<file path="src/ppsv_pkg.sv">
// ---------------------------------------------------------------------------
// ppsv_pkg: shared types and constants for the paged package stream validator
// Item formats, error codes, header layout and the per-byte CRC-32 step.
// ---------------------------------------------------------------------------
`timescale 1ns / 1ps
`default_nettype none
package ppsv_pkg;

  localparam int unsigned PAGES        = 4;
  localparam int unsigned HEADER_BYTES = 64;
  localparam int unsigned SIZE_BITS    = 20;
  localparam int unsigned CFG_BITS     = 20;
  localparam int unsigned PREFIX_BYTES = 10;

  localparam logic [31:0] CRC_POLY     = 32'hedb88320;
  localparam logic [31:0] CRC_INIT     = 32'hffffffff;
  localparam logic [7:0]  TRAILER      = 8'h3b;
  localparam logic [31:0] MIN_PAGE     = 32'd13;
  localparam logic [31:0] HDR_SIZE     = 32'h40;

  // header word indexes (byte offset / 4)
  localparam int unsigned W_MAGIC   = 0;
  localparam int unsigned W_VERSION = 1;
  localparam int unsigned W_GEN     = 2;
  localparam int unsigned W_TOTAL   = 3;
  localparam int unsigned W_PCOUNT  = 6;
  localparam int unsigned W_ZERO    = 7;
  localparam int unsigned W_LEN     = 8;
  localparam int unsigned W_CRC     = 8 + PAGES;

  localparam logic [31:0] MAGIC   = 32'h47415041;
  localparam logic [31:0] VERSION = 32'h00400002;

  typedef enum logic {
    OP_DATA  = 1'b0,
    OP_START = 1'b1
  } op_t;

  typedef enum logic [2:0] {
    ERR_NONE    = 3'd0,
    ERR_FORMAT  = 3'd1,
    ERR_RANGE   = 3'd2,
    ERR_SUM     = 3'd3,
    ERR_PAGE    = 3'd4,
    ERR_OVERRUN = 3'd5
  } err_t;

  typedef enum logic {
    REG_MAX_PACKAGE = 1'b0,
    REG_MAX_PAGE    = 1'b1
  } reg_idx_t;

  typedef struct packed {
    logic       op;
    logic [7:0] data_byte;
  } in_item_t;

  typedef struct packed {
    logic [2:0]  error_code;
    logic        in_body;
    logic [1:0]  page_number;
    logic [7:0]  byte_out;
    logic        page_end;
    logic        package_complete;
    logic [30:0] package_generation;
  } out_item_t;

  function automatic logic [31:0] crc_byte(input logic [31:0] crc, input logic [7:0] b);
    logic [31:0] c;
    c = crc ^ {24'd0, b};
    for (int i = 0; i < 8; i++) begin
      c = (c >> 1) ^ (CRC_POLY & {32{c[0]}});
    end
    return c;
  endfunction

  function automatic logic [7:0] prefix_byte(input logic [3:0] idx);
    logic [7:0] r;
    case (idx)
      4'd0: r = 8'h47;
      4'd1: r = 8'h49;
      4'd2: r = 8'h46;
      4'd3: r = 8'h38;
      4'd4: r = 8'h39;
      4'd5: r = 8'h61;
      4'd6: r = 8'h40;
      4'd7: r = 8'h01;
      4'd8: r = 8'hf0;
      default: r = 8'h00;
    endcase
    return r;
  endfunction

endpackage
`default_nettype wire

</file>
<file path="src/ppsv_if.sv">
// ---------------------------------------------------------------------------
// ppsv_if: valid/ready channels for the validator
// Input channel carries op and byte; output channel carries the result word.
// ---------------------------------------------------------------------------
`timescale 1ns / 1ps
`default_nettype none
interface ppsv_in_if;
  logic               valid;
  logic               ready;
  ppsv_pkg::in_item_t item;
  modport source (output valid, output item, input ready);
  modport sink (input valid, input item, output ready);
endinterface

interface ppsv_out_if;
  logic                valid;
  logic                ready;
  ppsv_pkg::out_item_t item;
  modport source (output valid, output item, input ready);
  modport sink (input valid, input item, output ready);
endinterface
`default_nettype wire

</file>
<file path="src/paged_package_stream_validator.sv">
// ---------------------------------------------------------------------------
// paged_package_stream_validator: checks a paged package one byte at a time
// Header collection and range checks, per-page CRC-32, prefix and trailer.
// ---------------------------------------------------------------------------
// usage:
//   in_ch  : one word per byte, op = start clears all state, op = data feeds
//            the next package byte
//   out_ch : one result word per input word, in order
//   cfg    : cfg_we/cfg_index/cfg_data set the size limits, write while idle
// a word taken on in_ch has its result registered and shown on out_ch in the following cycle.
// throughput is one word per cycle while out_ch does not stall; the header
// check (length sum over four pages) and the eight-step CRC byte update are
// both combinational between the input handshake and the result register.
// in_ch.ready is high whenever the result register is empty or being taken,
// so a stall on out_ch holds one result and stops input until it drains.
// reset clears the validator state, drops any pending result and restores
// the default limits.
// ---------------------------------------------------------------------------
`timescale 1ns / 1ps
`default_nettype none
module paged_package_stream_validator (
  input  wire                            clk,
  input  wire                            rst,
  ppsv_in_if.sink                        in_ch,
  ppsv_out_if.source                     out_ch,
  input  wire                            cfg_we,
  input  wire                            cfg_index,
  input  wire [ppsv_pkg::CFG_BITS-1:0]   cfg_data
);
  import ppsv_pkg::*;

  logic [CFG_BITS-1:0]  max_package_bytes;
  logic [CFG_BITS-1:0]  max_page_bytes;
  logic [7:0]           hdr [HEADER_BYTES];
  logic [31:0]          hdr_word [HEADER_BYTES/4];

  logic [6:0]           header_count, header_count_next;
  logic [30:0]          generation, generation_next;
  logic [2:0]           current_page, current_page_next;
  logic [SIZE_BITS-1:0] page_bytes_seen, page_bytes_seen_next;
  logic [31:0]          crc, crc_next;
  logic [3:0]           prefix_count, prefix_count_next;
  logic                 prefix_ok, prefix_ok_next;
  logic                 done, done_next;
  logic [2:0]           sticky, sticky_next;

  logic                 out_valid;
  out_item_t            out_item, res;
  logic                 take, hdr_we;
  logic [2:0]           hdr_err;
  logic [31:0]          page_len, crc_expected;

  assign in_ch.ready  = !out_valid || out_ch.ready;
  assign take         = in_ch.valid && in_ch.ready;
  assign out_ch.valid = out_valid;
  assign out_ch.item  = out_item;

  for (genvar w = 0; w < HEADER_BYTES/4; w++) begin : g_word
    assign hdr_word[w] = {hdr[4*w+3], hdr[4*w+2], hdr[4*w+1], hdr[4*w]};
  end

  assign page_len     = hdr_word[4'(W_LEN) + 4'(current_page[1:0])];
  assign crc_expected = hdr_word[4'(W_CRC) + 4'(current_page[1:0])];

  // header check from the stored bytes, all of which precede the last one
  always_comb begin
    logic [33:0] sum;
    logic        bad;
    sum = '0;
    bad = 1'b0;
    if (hdr_word[W_MAGIC] != MAGIC || hdr_word[W_VERSION] != VERSION ||
        hdr_word[W_PCOUNT] != 32'(PAGES) || hdr_word[W_ZERO] != 32'd0) begin
      hdr_err = ERR_FORMAT;
    end else if (hdr_word[W_GEN] == 32'd0 || hdr_word[W_GEN][31] ||
                 hdr_word[W_TOTAL] < HDR_SIZE ||
                 hdr_word[W_TOTAL] > 32'(max_package_bytes)) begin
      hdr_err = ERR_RANGE;
    end else begin
      for (int p = 0; p < PAGES; p++) begin
        if (hdr_word[W_LEN+p] < MIN_PAGE || hdr_word[W_LEN+p] > 32'(max_page_bytes) ||
            sum + 34'(hdr_word[W_LEN+p]) > 34'(max_package_bytes)) begin
          bad = 1'b1;
        end
        sum = sum + 34'(hdr_word[W_LEN+p]);
      end
      if (bad) begin
        hdr_err = ERR_RANGE;
      end else if (sum != 34'(hdr_word[W_TOTAL] - HDR_SIZE)) begin
        hdr_err = ERR_SUM;
      end else begin
        hdr_err = ERR_NONE;
      end
    end
  end

  always_comb begin
    logic [7:0] b;
    b                    = in_ch.item.data_byte;
    header_count_next    = header_count;
    generation_next      = generation;
    current_page_next    = current_page;
    page_bytes_seen_next = page_bytes_seen;
    crc_next             = crc;
    prefix_count_next    = prefix_count;
    prefix_ok_next       = prefix_ok;
    done_next            = done;
    sticky_next          = sticky;
    hdr_we               = 1'b0;
    res                  = '0;
    res.byte_out         = b;
    if (take) begin
      if (in_ch.item.op == OP_START) begin
        header_count_next    = '0;
        generation_next      = '0;
        current_page_next    = '0;
        page_bytes_seen_next = '0;
        crc_next             = CRC_INIT;
        prefix_count_next    = '0;
        prefix_ok_next       = 1'b1;
        done_next            = 1'b0;
        sticky_next          = ERR_NONE;
        res.byte_out         = '0;
      end else if (sticky != ERR_NONE) begin
        res.error_code = sticky;
      end else if (done) begin
        sticky_next    = ERR_OVERRUN;
        res.error_code = ERR_OVERRUN;
      end else if (header_count < 7'(HEADER_BYTES)) begin
        hdr_we            = 1'b1;
        header_count_next = header_count + 7'd1;
        if (header_count == 7'(HEADER_BYTES - 1)) begin
          res.error_code = hdr_err;
          sticky_next    = hdr_err;
          if (hdr_err == ERR_NONE) begin
            generation_next = hdr_word[W_GEN][30:0];
          end
        end
      end else begin
        res.in_body     = 1'b1;
        res.page_number = current_page[1:0];
        crc_next        = crc_byte(crc, b);
        if (prefix_count < 4'(PREFIX_BYTES)) begin
          prefix_ok_next    = prefix_ok && (b == prefix_byte(prefix_count));
          prefix_count_next = prefix_count + 4'd1;
        end
        page_bytes_seen_next = page_bytes_seen + SIZE_BITS'(1);
        if (32'(page_bytes_seen_next) == page_len) begin
          if (prefix_count_next == 4'(PREFIX_BYTES) && prefix_ok_next &&
              b == TRAILER && ~crc_next == crc_expected) begin
            res.page_end         = 1'b1;
            current_page_next    = current_page + 3'd1;
            page_bytes_seen_next = '0;
            crc_next             = CRC_INIT;
            prefix_count_next    = '0;
            prefix_ok_next       = 1'b1;
            if (current_page_next == 3'(PAGES)) begin
              done_next = 1'b1;
            end
          end else begin
            res.error_code = ERR_PAGE;
            sticky_next    = ERR_PAGE;
          end
        end
      end
    end
    res.package_complete   = done_next;
    res.package_generation = generation_next;
  end

  always_ff @(posedge clk) begin
    if (hdr_we) begin
      hdr[header_count[5:0]] <= in_ch.item.data_byte;
    end
    if (take) begin
      out_item <= res;
    end
  end

  always_ff @(posedge clk) begin
    if (rst) begin
      max_package_bytes <= CFG_BITS'(393216);
      max_page_bytes    <= CFG_BITS'(98304);
      header_count      <= '0;
      generation        <= '0;
      current_page      <= '0;
      page_bytes_seen   <= '0;
      crc               <= CRC_INIT;
      prefix_count      <= '0;
      prefix_ok         <= 1'b1;
      done              <= 1'b0;
      sticky            <= ERR_NONE;
      out_valid         <= 1'b0;
    end else begin
      if (cfg_we) begin
        if (cfg_index == REG_MAX_PACKAGE) begin
          max_package_bytes <= cfg_data;
        end else begin
          max_page_bytes <= cfg_data;
        end
      end
      header_count    <= header_count_next;
      generation      <= generation_next;
      current_page    <= current_page_next;
      page_bytes_seen <= page_bytes_seen_next;
      crc             <= crc_next;
      prefix_count    <= prefix_count_next;
      prefix_ok       <= prefix_ok_next;
      done            <= done_next;
      sticky          <= sticky_next;
      if (take) begin
        out_valid <= 1'b1;
      end else if (out_ch.ready) begin
        out_valid <= 1'b0;
      end
    end
  end

`ifndef NO_ASSERTIONS
  a_done_err: assert property (@(posedge clk) disable iff (rst)
    done |-> (sticky == ERR_NONE || sticky == ERR_OVERRUN))
    else $error("done with unexpected error code");
  a_page_range: assert property (@(posedge clk) disable iff (rst)
    current_page <= 3'(PAGES))
    else $error("page index past last page");
  a_end_body: assert property (@(posedge clk) disable iff (rst)
    out_valid && out_item.page_end |-> out_item.in_body && out_item.error_code == ERR_NONE)
    else $error("page end outside body");
  a_start_clear: assert property (@(posedge clk) disable iff (rst)
    take && in_ch.item.op == OP_START |=> header_count == 7'd0 && generation == 31'd0)
    else $error("start did not clear state");
  a_body_after_hdr: assert property (@(posedge clk) disable iff (rst)
    current_page != 3'd0 |-> header_count == 7'(HEADER_BYTES))
    else $error("body progress before header complete");
`endif

endmodule
`default_nettype wire
</file>
<file path="src/flat_wrapper.sv">
// flat-port wrapper written by rule: the top's interface ports become plain ports
module paged_package_stream_validator_flat import ppsv_pkg::*;
  (clk, rst, cfg_we, cfg_index, cfg_data, in_ch_valid, in_ch_item, in_ch_ready, out_ch_valid, out_ch_item, out_ch_ready);
  ppsv_in_if in_ch_i ();
  ppsv_out_if out_ch_i ();
  input  wire clk;
  input  wire rst;
  input  wire cfg_we;
  input  wire cfg_index;
  input  wire [ppsv_pkg::CFG_BITS-1:0] cfg_data;
  input wire logic [$bits(in_ch_i.valid)-1:0] in_ch_valid;
  input wire logic [$bits(in_ch_i.item)-1:0] in_ch_item;
  output wire logic [$bits(in_ch_i.ready)-1:0] in_ch_ready;
  output wire logic [$bits(out_ch_i.valid)-1:0] out_ch_valid;
  output wire logic [$bits(out_ch_i.item)-1:0] out_ch_item;
  input wire logic [$bits(out_ch_i.ready)-1:0] out_ch_ready;
  assign in_ch_i.valid = in_ch_valid;
  assign in_ch_i.item = in_ch_item;
  assign in_ch_ready = in_ch_i.ready;
  assign out_ch_valid = out_ch_i.valid;
  assign out_ch_item = out_ch_i.item;
  assign out_ch_i.ready = out_ch_ready;
  paged_package_stream_validator u_core (.clk(clk), .rst(rst), .in_ch(in_ch_i), .out_ch(out_ch_i), .cfg_we(cfg_we), .cfg_index(cfg_index), .cfg_data(cfg_data));
endmodule
</file>
<file path="config.mk">
export PLATFORM = sky130hd
export DESIGN_NAME = paged_package_stream_validator_flat
export DESIGN_NICKNAME = d
export VERILOG_FILES = /design/src/ppsv_pkg.sv /design/src/ppsv_if.sv /design/src/paged_package_stream_validator.sv /design/src/flat_wrapper.sv
export SDC_FILE = /design/constraint.sdc
export NUM_CORES = 1
export LEC_CHECK = 0
export BUFFER_PORTS_ARGS = -buffer_cell sky130_fd_sc_hd__buf_2
export CORE_MARGIN = 3
export CORE_UTILIZATION = 50
export DETAILED_ROUTE_END_ITERATION = 12
export GPL_TIMING_DRIVEN = 1
export PLACE_DENSITY = 0.63
export SLEW_MARGIN = 10
export SYNTH_ARGS = -nofsm -noshare
export SYNTH_HDL_FRONTEND = slang
export SYNTH_SLANG_ARGS = --single-unit
</file>
<file path="constraint.sdc">
create_clock -name clk -period 19.6 [get_ports clk]
set_input_delay 2.94 -clock clk [delete_from_list [all_inputs] [get_ports clk]]
set_output_delay 2.94 -clock clk [all_outputs]
set_load 0.005 [all_outputs]
</file>
==> results.json, run 1 <==
{
  "vias": 28218,
  "worstSetupPathType": "reg -> reg",
  "worstPathArrival_ns": 11.42,
  "synth-xor-area-share": 0.07349,
  "setup_viol": 0,
  "h-tree-depth": 3,
  "netlist_area_mm2": 0.03764,
  "synth_compound_area_frac": 0.1265,
  "max_stage_delay_ns": 0.76,
  "rsz0062_at_grt": "no",
  "relSlewSlack": 0.1449,
  "core-area_mm2": 0.07383,
  "netlist_instances": 3377,
  "multiInputGateArea_mm2": 0.01888,
  "period_minus_slack_ns": 11.04,
  "endpoint_kind": "flop",
  "dp_cells": 4317,
  "ys.flop_type": "edfxtp_1",
  "dp_slack_ns": 8.461,
  "cap_violations": 0,
  "via_per_inst": 6.344,
  "tritoncts": "yes",
  "crit_path_top_delay_cell": "nand4b_4",
  "worst_ir_drop_vdd_v": 0.00009846,
  "nFillCells": 6247,
  "drcViolationCount": 0,
  "fin_setup_tns_ns": 0,
  "syn_avg_cell_area_um2": 11.15,
  "cts_sinks": 645,
  "fp-row-count": 99,
  "clkLatencyLatePin_ns": 0.66,
  "post_cts_buffers": 0,
  "path_max_fanout": 31,
  "powerDensity_mw_per_mm2": 77.09,
  "synth_top_area_cell": "edfxtp_1",
  "grt_max_degree": 99,
  "finClkSkew_ns": 0.04253,
  "crit_path_frequent_cell": "a21oi_1",
  "register_area_mm2": 0.01787,
  "synth_fp_nets": 3701,
  "drt_iter0_markers": 2519,
  "hold_buffers": 0,
  "period_share": 0.5634,
  "max_freq_mhz": 90.56,
  "grt_pass1_vias": 27309,
  "die_w_um": 280.4,
  "total_power_mw": 3.195,
  "leakage_nw": 15.18,
  "status": "complete, no violations",
  "io_buffers": 83,
  "grt_pass1_wl_mm": 176.3,
  "ys_ff_latch": 645,
  "antenna_found_initial": 3,
  "wl_per_cell_um": 26.91,
  "synth.area.mux_share": 0.04490,
  "hold_path.class": "reg -> reg",
  "routabilityCongestion": 0.9736,
  "wirelength_mm": 119.7,
  "ctsResizeCount": 0,
  "layout_setup_ws_ns": 8.557,
  "cts.clk_slew.worst_paths_ns": 0.06,
  "slew_viol_final": 0,
  "ys_types": 101,
  "grt.overflow.total": 0,
  "synth_top_family_by_area": "simple AND/OR/NAND/NOR gates",
  "clockRootBuffer": "clkbuf_16",
  "final-hold-violation-count": 0,
  "crit_path_start_kind": "flop",
  "yosys_warnings": 0,
  "syn_to_final_growth_pct": 10.10,
  "crit_required_ns": 19.98,
  "final_cells": 4448,
  "drive_gt1_frac": 0.1020,
  "initial_core_util": 0.5099,
  "synth_top_area_frac": 0.3949,
  "ios": 84,
  "synth_fa_ha_area_frac": 0.09666,
  "die_h_um": 280.4,
  "ant_nets": 0,
  "dr.pass1.iters": 6,
  "insertedDiodeCount": 0,
  "clockBufferDepth": 3,
  "synth_enable_flop_cells": 495,
  "worst_pin_slew_ns": 1.278,
  "cts_made_buffers": 73,
  "async_flop_share": 0,
  "dieArea_mm2": 0.07862,
  "seq_area_frac_synth": 0.4746,
  "dpl.hpwl_mm": 86.71,
  "grt_use_total": 0.3005,
  "finalNetCount": 3757,
  "synth-simple-area-share": 0.1593,
  "synthTopCellsByArea": "edfxtp_1, ha_1, dfxtp_1"
}
[critical path, delay by kind of cell, from the launching register on]
family	cells	cell delay, ns
muxes	1	0.30
and+or+nand+nor	14	4.80
adders and majority gates	4	1.55
AOI/OAI and AO/OA	14	2.91
DFF	1	0.47
xor gates and xnor gates	3	0.72
[power breakdown]
part	total, mW	internal, mW	switching (mW)
registers	1.50	1.49	0.0109
logic	0.281	0.114	0.167
clock network	1.42	0.827	0.590
[registers in the layout, summed over array words and instances, names as in the netlist, named ones only]
| register | flops |
|---|---|
| u_core.hdr | 448 |
| u_core.out_ch.item | 47 |
| u_core.crc | 32 |
| u_core.generation | 31 |
| u_core.max_package_bytes | 20 |
| u_core.max_page_bytes | 20 |
| u_core.page_bytes_seen | 20 |
| u_core.header_count | 7 |
| u_core.prefix_count | 4 |
| u_core.current_page | 3 |
| u_core.sticky | 3 |
| u_core.done | 1 |
| u_core.out_ch.valid | 1 |
| u_core.prefix_ok | 1 |
[area by class of cell]
type                       instances  area share
multi-input combinational       2502      0.4554
sequential                       645      0.4312
clock buffer                      84     0.04582
tap                              959     0.02895
clock inverter                    47     0.01488
timing repair buffer             105     0.01407
inverter                         106    0.009630
[synth_stat cells, drive strengths merged (66+ instances only)]
library cell,number
inv,106
o21ai,127
nand4,84
nor2,187
a21o,74
nor4,96
edfxtp,495
ha,286
dfxtp,150
clkbuf,100
xor2,68
a21oi,245
nand3,66
xnor2,172
nand2,263
[cells in the final DEF (no fill, tap or decap), types with 44 or more instances in the layout]
cell type  synthesis  routed
a21o_1            73      73
inv_1            105     104
xor2_1            67      67
nand2_1          263     263
o211ai_1          50      50
nor3_1            58      58
nand3b_1          45      45
buf_2              9      82
o21ai_0          120     120
edfxtp_1         495     495
nor2_1           185     185
xnor2_1          162     162
nor4_1            94      93
clkbuf_16          0      74
nand3_1           66      66
and2_1            51      51
mux2i_1           44      44
nand2b_1          54      53
ha_1             286     286
a21oi_1          244     244
dfxtp_1          150     148
mux4_2            54      54
nand4_1           84      84
[stage by stage]
stage	hold WS (ns)	util	area, um^2
final	0.4549	0.5614	41450
after detailed placement	0.4479	0.5273	38930
after floorplan	0.4319	-	37640
after CTS	0.4547	0.5614	41440
after global placement	0.4455	0.5273	38930
after global routing	0.4678	0.5614	41450
[logic make-up (layout without fill, tap and decap cells)]
| kind of cell | count (synthesis) | after routing |
|---|---|---|
| adder cells (fa/ha/maj) | 289 | 289 |
| XOR/XNOR | 264 | 264 |
| flip-flops | 645 | 645 |
| AO/OA/AOI/OAI | 729 | 729 |
| AND/OR/NAND/NOR | 1119 | 1119 |
| buffers and inverters | 230 | 342 |
| multiplexers | 101 | 101 |
[path summary, 6_finish.rpt]
path,startpoint,to,slack (ns),cells past startpoint
worst min register to register,u_core.max_package_bytes[4],u_core.max_package_bytes[4],0.45,2
worst min-delay path,u_core.max_package_bytes[4],u_core.max_package_bytes[4],0.45,2
worst max register to register,u_core.hdr[32][4],u_core.out_ch.item[30],8.56,36
worst max-delay path,u_core.hdr[32][4],u_core.out_ch.item[30],8.56,36
[per-layer routing]
| metal | GRT usage | routed length [um] | up-vias |
|---|---|---|---|
| li1 | - | - | 12916 |
| met4 | 0.1202 | 5161 | 0 |
| met2 | 0.4753 | 54420 | 1061 |
| met3 | 0.03994 | 7676 | 262 |
| met5 | 0 | 0 | - |
| met1 | 0.4214 | 52430 | 13979 |
No activity file was read; power rests on OpenSTA's default activity.
==> inputs of run 2 (changes only) <==
- clock period: 19.6 -> 10.95 ns (I/O delays scaled with it)
==> run 2 against run 1 <==
  * Critical path type unchanged
  * Setup slack worse by 7.8 ns
  * Highest routed layer is now met5
  * Critical path depth is 2 higher
  * First-iteration DRC count up 13%
  * Register-to-register slack lost 7.8 ns
  * Cell area hardly changed
  * Combinational power is 79% higher
  * Sequential power grew 79%
  * Final cell count rose by 0.22%
  * Clock power is 74% higher
  * Critical endpoint unchanged
==> results.json, run 2 (synthesis gave the netlist of run 1 again) <==
{
  "grt_pass1_vias": 27201,
  "crit_required_ns": 11.33,
  "dr.pass1.iters": 5,
  "largest_reg_flops": 448,
  "initial_core_util": 0.5099,
  "ff2ff_path_depth": 38,
  "crit_path_top_delay_cell": "nor4_2",
  "cp.depth": 38,
  "io_buffers": 83,
  "power_frac_comb": 0.089,
  "path_max_fanout": 31,
  "clockBufferDepth": 3,
  "wirelength_mm": 118.6,
  "grt_pass1_wl_mm": 175.8,
  "hold_path.class": "reg -> reg",
  "dpl.hpwl_mm": 85.72,
  "period_minus_slack_ns": 10.21,
  "final-hold-violation-count": 0,
  "drcViolationCount": 0,
  "rsz0062_at_grt": "no",
  "ios": 84,
  "p_sw_frac": 0.2452,
  "dieArea_mm2": 0.07862,
  "cts_sinks": 645,
  "endpoint_kind": "flop",
  "clkLatencyLatePin_ns": 0.66,
  "multiInputGateArea_mm2": 0.01888,
  "nFillCells": 6266,
  "period_share": 0.9327,
  "grt.overflow.total": 0,
  "die_w_um": 280.4,
  "grt_max_degree": 99,
  "r2r-end": "u_core.out_ch.item[30]",
  "register_area_mm2": 0.01787,
  "finalNetCount": 3761,
  "final_common_cell": "edfxtp_1",
  "via_per_inst": 6.339,
  "clockRootBuffer": "clkbuf_16",
  "path_buf_inv": 3,
  "drive_gt1_frac": 0.1041,
  "status": "complete, no violations",
  "drt_iter0_markers": 2846,
  "hold_buffers": 0,
  "post_cts_buffers": 0,
  "setup_viol": 0,
  "place_area_mm2": 0.03897,
  "cts_made_buffers": 72,
  "core-area_mm2": 0.07383,
  "vias": 28258,
  "wl_per_cell_um": 26.61,
  "cp-startpoint": "u_core.hdr[36][0]",
  "tritoncts": "yes",
  "crit_family": "compound AO/OA/AOI/OAI gates",
  "internal-power_mw": 4.263,
  "antenna_found_initial": 2,
  "slew_viol_final": 0,
  "clock_power_share": 0.437,
  "worstSetupPathType": "reg -> reg",
  "utilization": 0.5610,
  "finClkSkew_ns": 0.04727,
  "worst_pin_slew_ns": 1.179,
  "worstPathArrival_ns": 10.59,
  "final_cell_area_mm2": 0.04142,
  "routabilityCongestion": 0.9496,
  "rrSetupSlack_ns": 0.74,
  "die_h_um": 280.4,
  "max_freq_mhz": 97.91,
  "max_stage_delay_ns": 0.61,
  "powerDensity_mw_per_mm2": 136.4,
  "switchingPower_mw": 1.385,
  "grt_use_total": 0.2993,
  "crit_path_end": "u_core.out_ch.item[30]",
  "seq_power_share": 0.474,
  "reg2reg_from": "u_core.hdr[36][0]",
  "fp-row-count": 99,
  "cap_violations": 0,
  "cts.clk_slew.worst_paths_ns": 0.06,
  "h-tree-depth": 3,
  "worst_ir_drop_vdd_v": 0.0001881,
  "ctsResizeCount": 0,
  "fin_setup_tns_ns": 0,
  "ant_nets": 0,
  "crit_path_frequent_cell": "a21oi_1",
  "crit_path_start_kind": "flop",
  "syn_to_final_growth_pct": 10.02,
  "final_cell_mix": "edfxtp_1, ha_1, nand2_1",
  "relSlewSlack": 0.2110,
  "leakage_nw": 15.16
}
[run 2: cell types whose count changed in the layout (fill, tap and decap cells not counted), moves of 4 or more]
cell / previous run / this run
clkinv_1: 16 / 7
buf_4: 23 / 28
clkbuf_8: 1 / 5
clkbuf_1: 9 / 19
bufinv_16: 9 / 5
[run 2: routing by layer]
metal / vias up / part of all wire / track usage
li1: 12915 / - / -
met1: 14100 / 0.44 / 0.4232
met2: 1048 / 0.46 / 0.4769
met3: 193 / 0.065 / 0.04385
met4: 2 / 0.034 / 0.09699
met5: - / 0.00012 / 0
[run 2: power by group through the flow]
stage	sequential, mW	combinational (mW)	clock [mW]
after floorplan	2.73	0.334	0
after global routing	2.68	0.539	2.60
after CTS	2.68	0.499	2.50
after detailed placement	2.73	0.495	0
after global placement	2.73	0.486	0
final	2.68	0.503	2.47
[run 2: metrics by stage]
stage / worst slack, ns / power, mW / hold slack (ns) / cells
floorplan: 2.921 / 3.060 / 0.4319 / 3377
global placement: 1.164 / 3.216 / 0.4434 / 4322
detailed placement: 0.8456 / 3.227 / 0.4465 / 4322
CTS: 0.8458 / 5.680 / 0.4546 / 4456
global route: 0.2522 / 5.824 / 0.4695 / 4456
finish: 0.7365 / 5.649 / 0.4532 / 4458
[run 2: worst min path at each step]
stage / from / to / slack [ns] / cells past startpoint
finish: u_core.max_package_bytes[8] / u_core.max_package_bytes[8] / 0.45 / 2
detailed placement: u_core.max_package_bytes[8] / u_core.max_package_bytes[8] / 0.45 / 2
global route: u_core.max_package_bytes[8] / u_core.max_package_bytes[8] / 0.47 / 2
CTS: u_core.max_package_bytes[8] / u_core.max_package_bytes[8] / 0.45 / 2
floorplan: u_core.prefix_ok / u_core.prefix_ok / 0.43 / 2
global placement: u_core.max_package_bytes[4] / u_core.max_package_bytes[4] / 0.44 / 2
[run 2: area by class of cell]
class                      instances  share of cell area
tap                              959             0.02897
clock inverter                    38             0.01193
inverter                         106            0.009637
antenna                            2           0.0001208
clock buffer                      96             0.04689
multi-input combinational       2502              0.4559
sequential                       645              0.4315
timing repair buffer             110             0.01498
[run 2: worst min-delay path, cell delays in order, from the launching register on]
cell and delay (ns):
dfxtp_1 0.30, nand2_1 0.05, a21oi_1 0.05
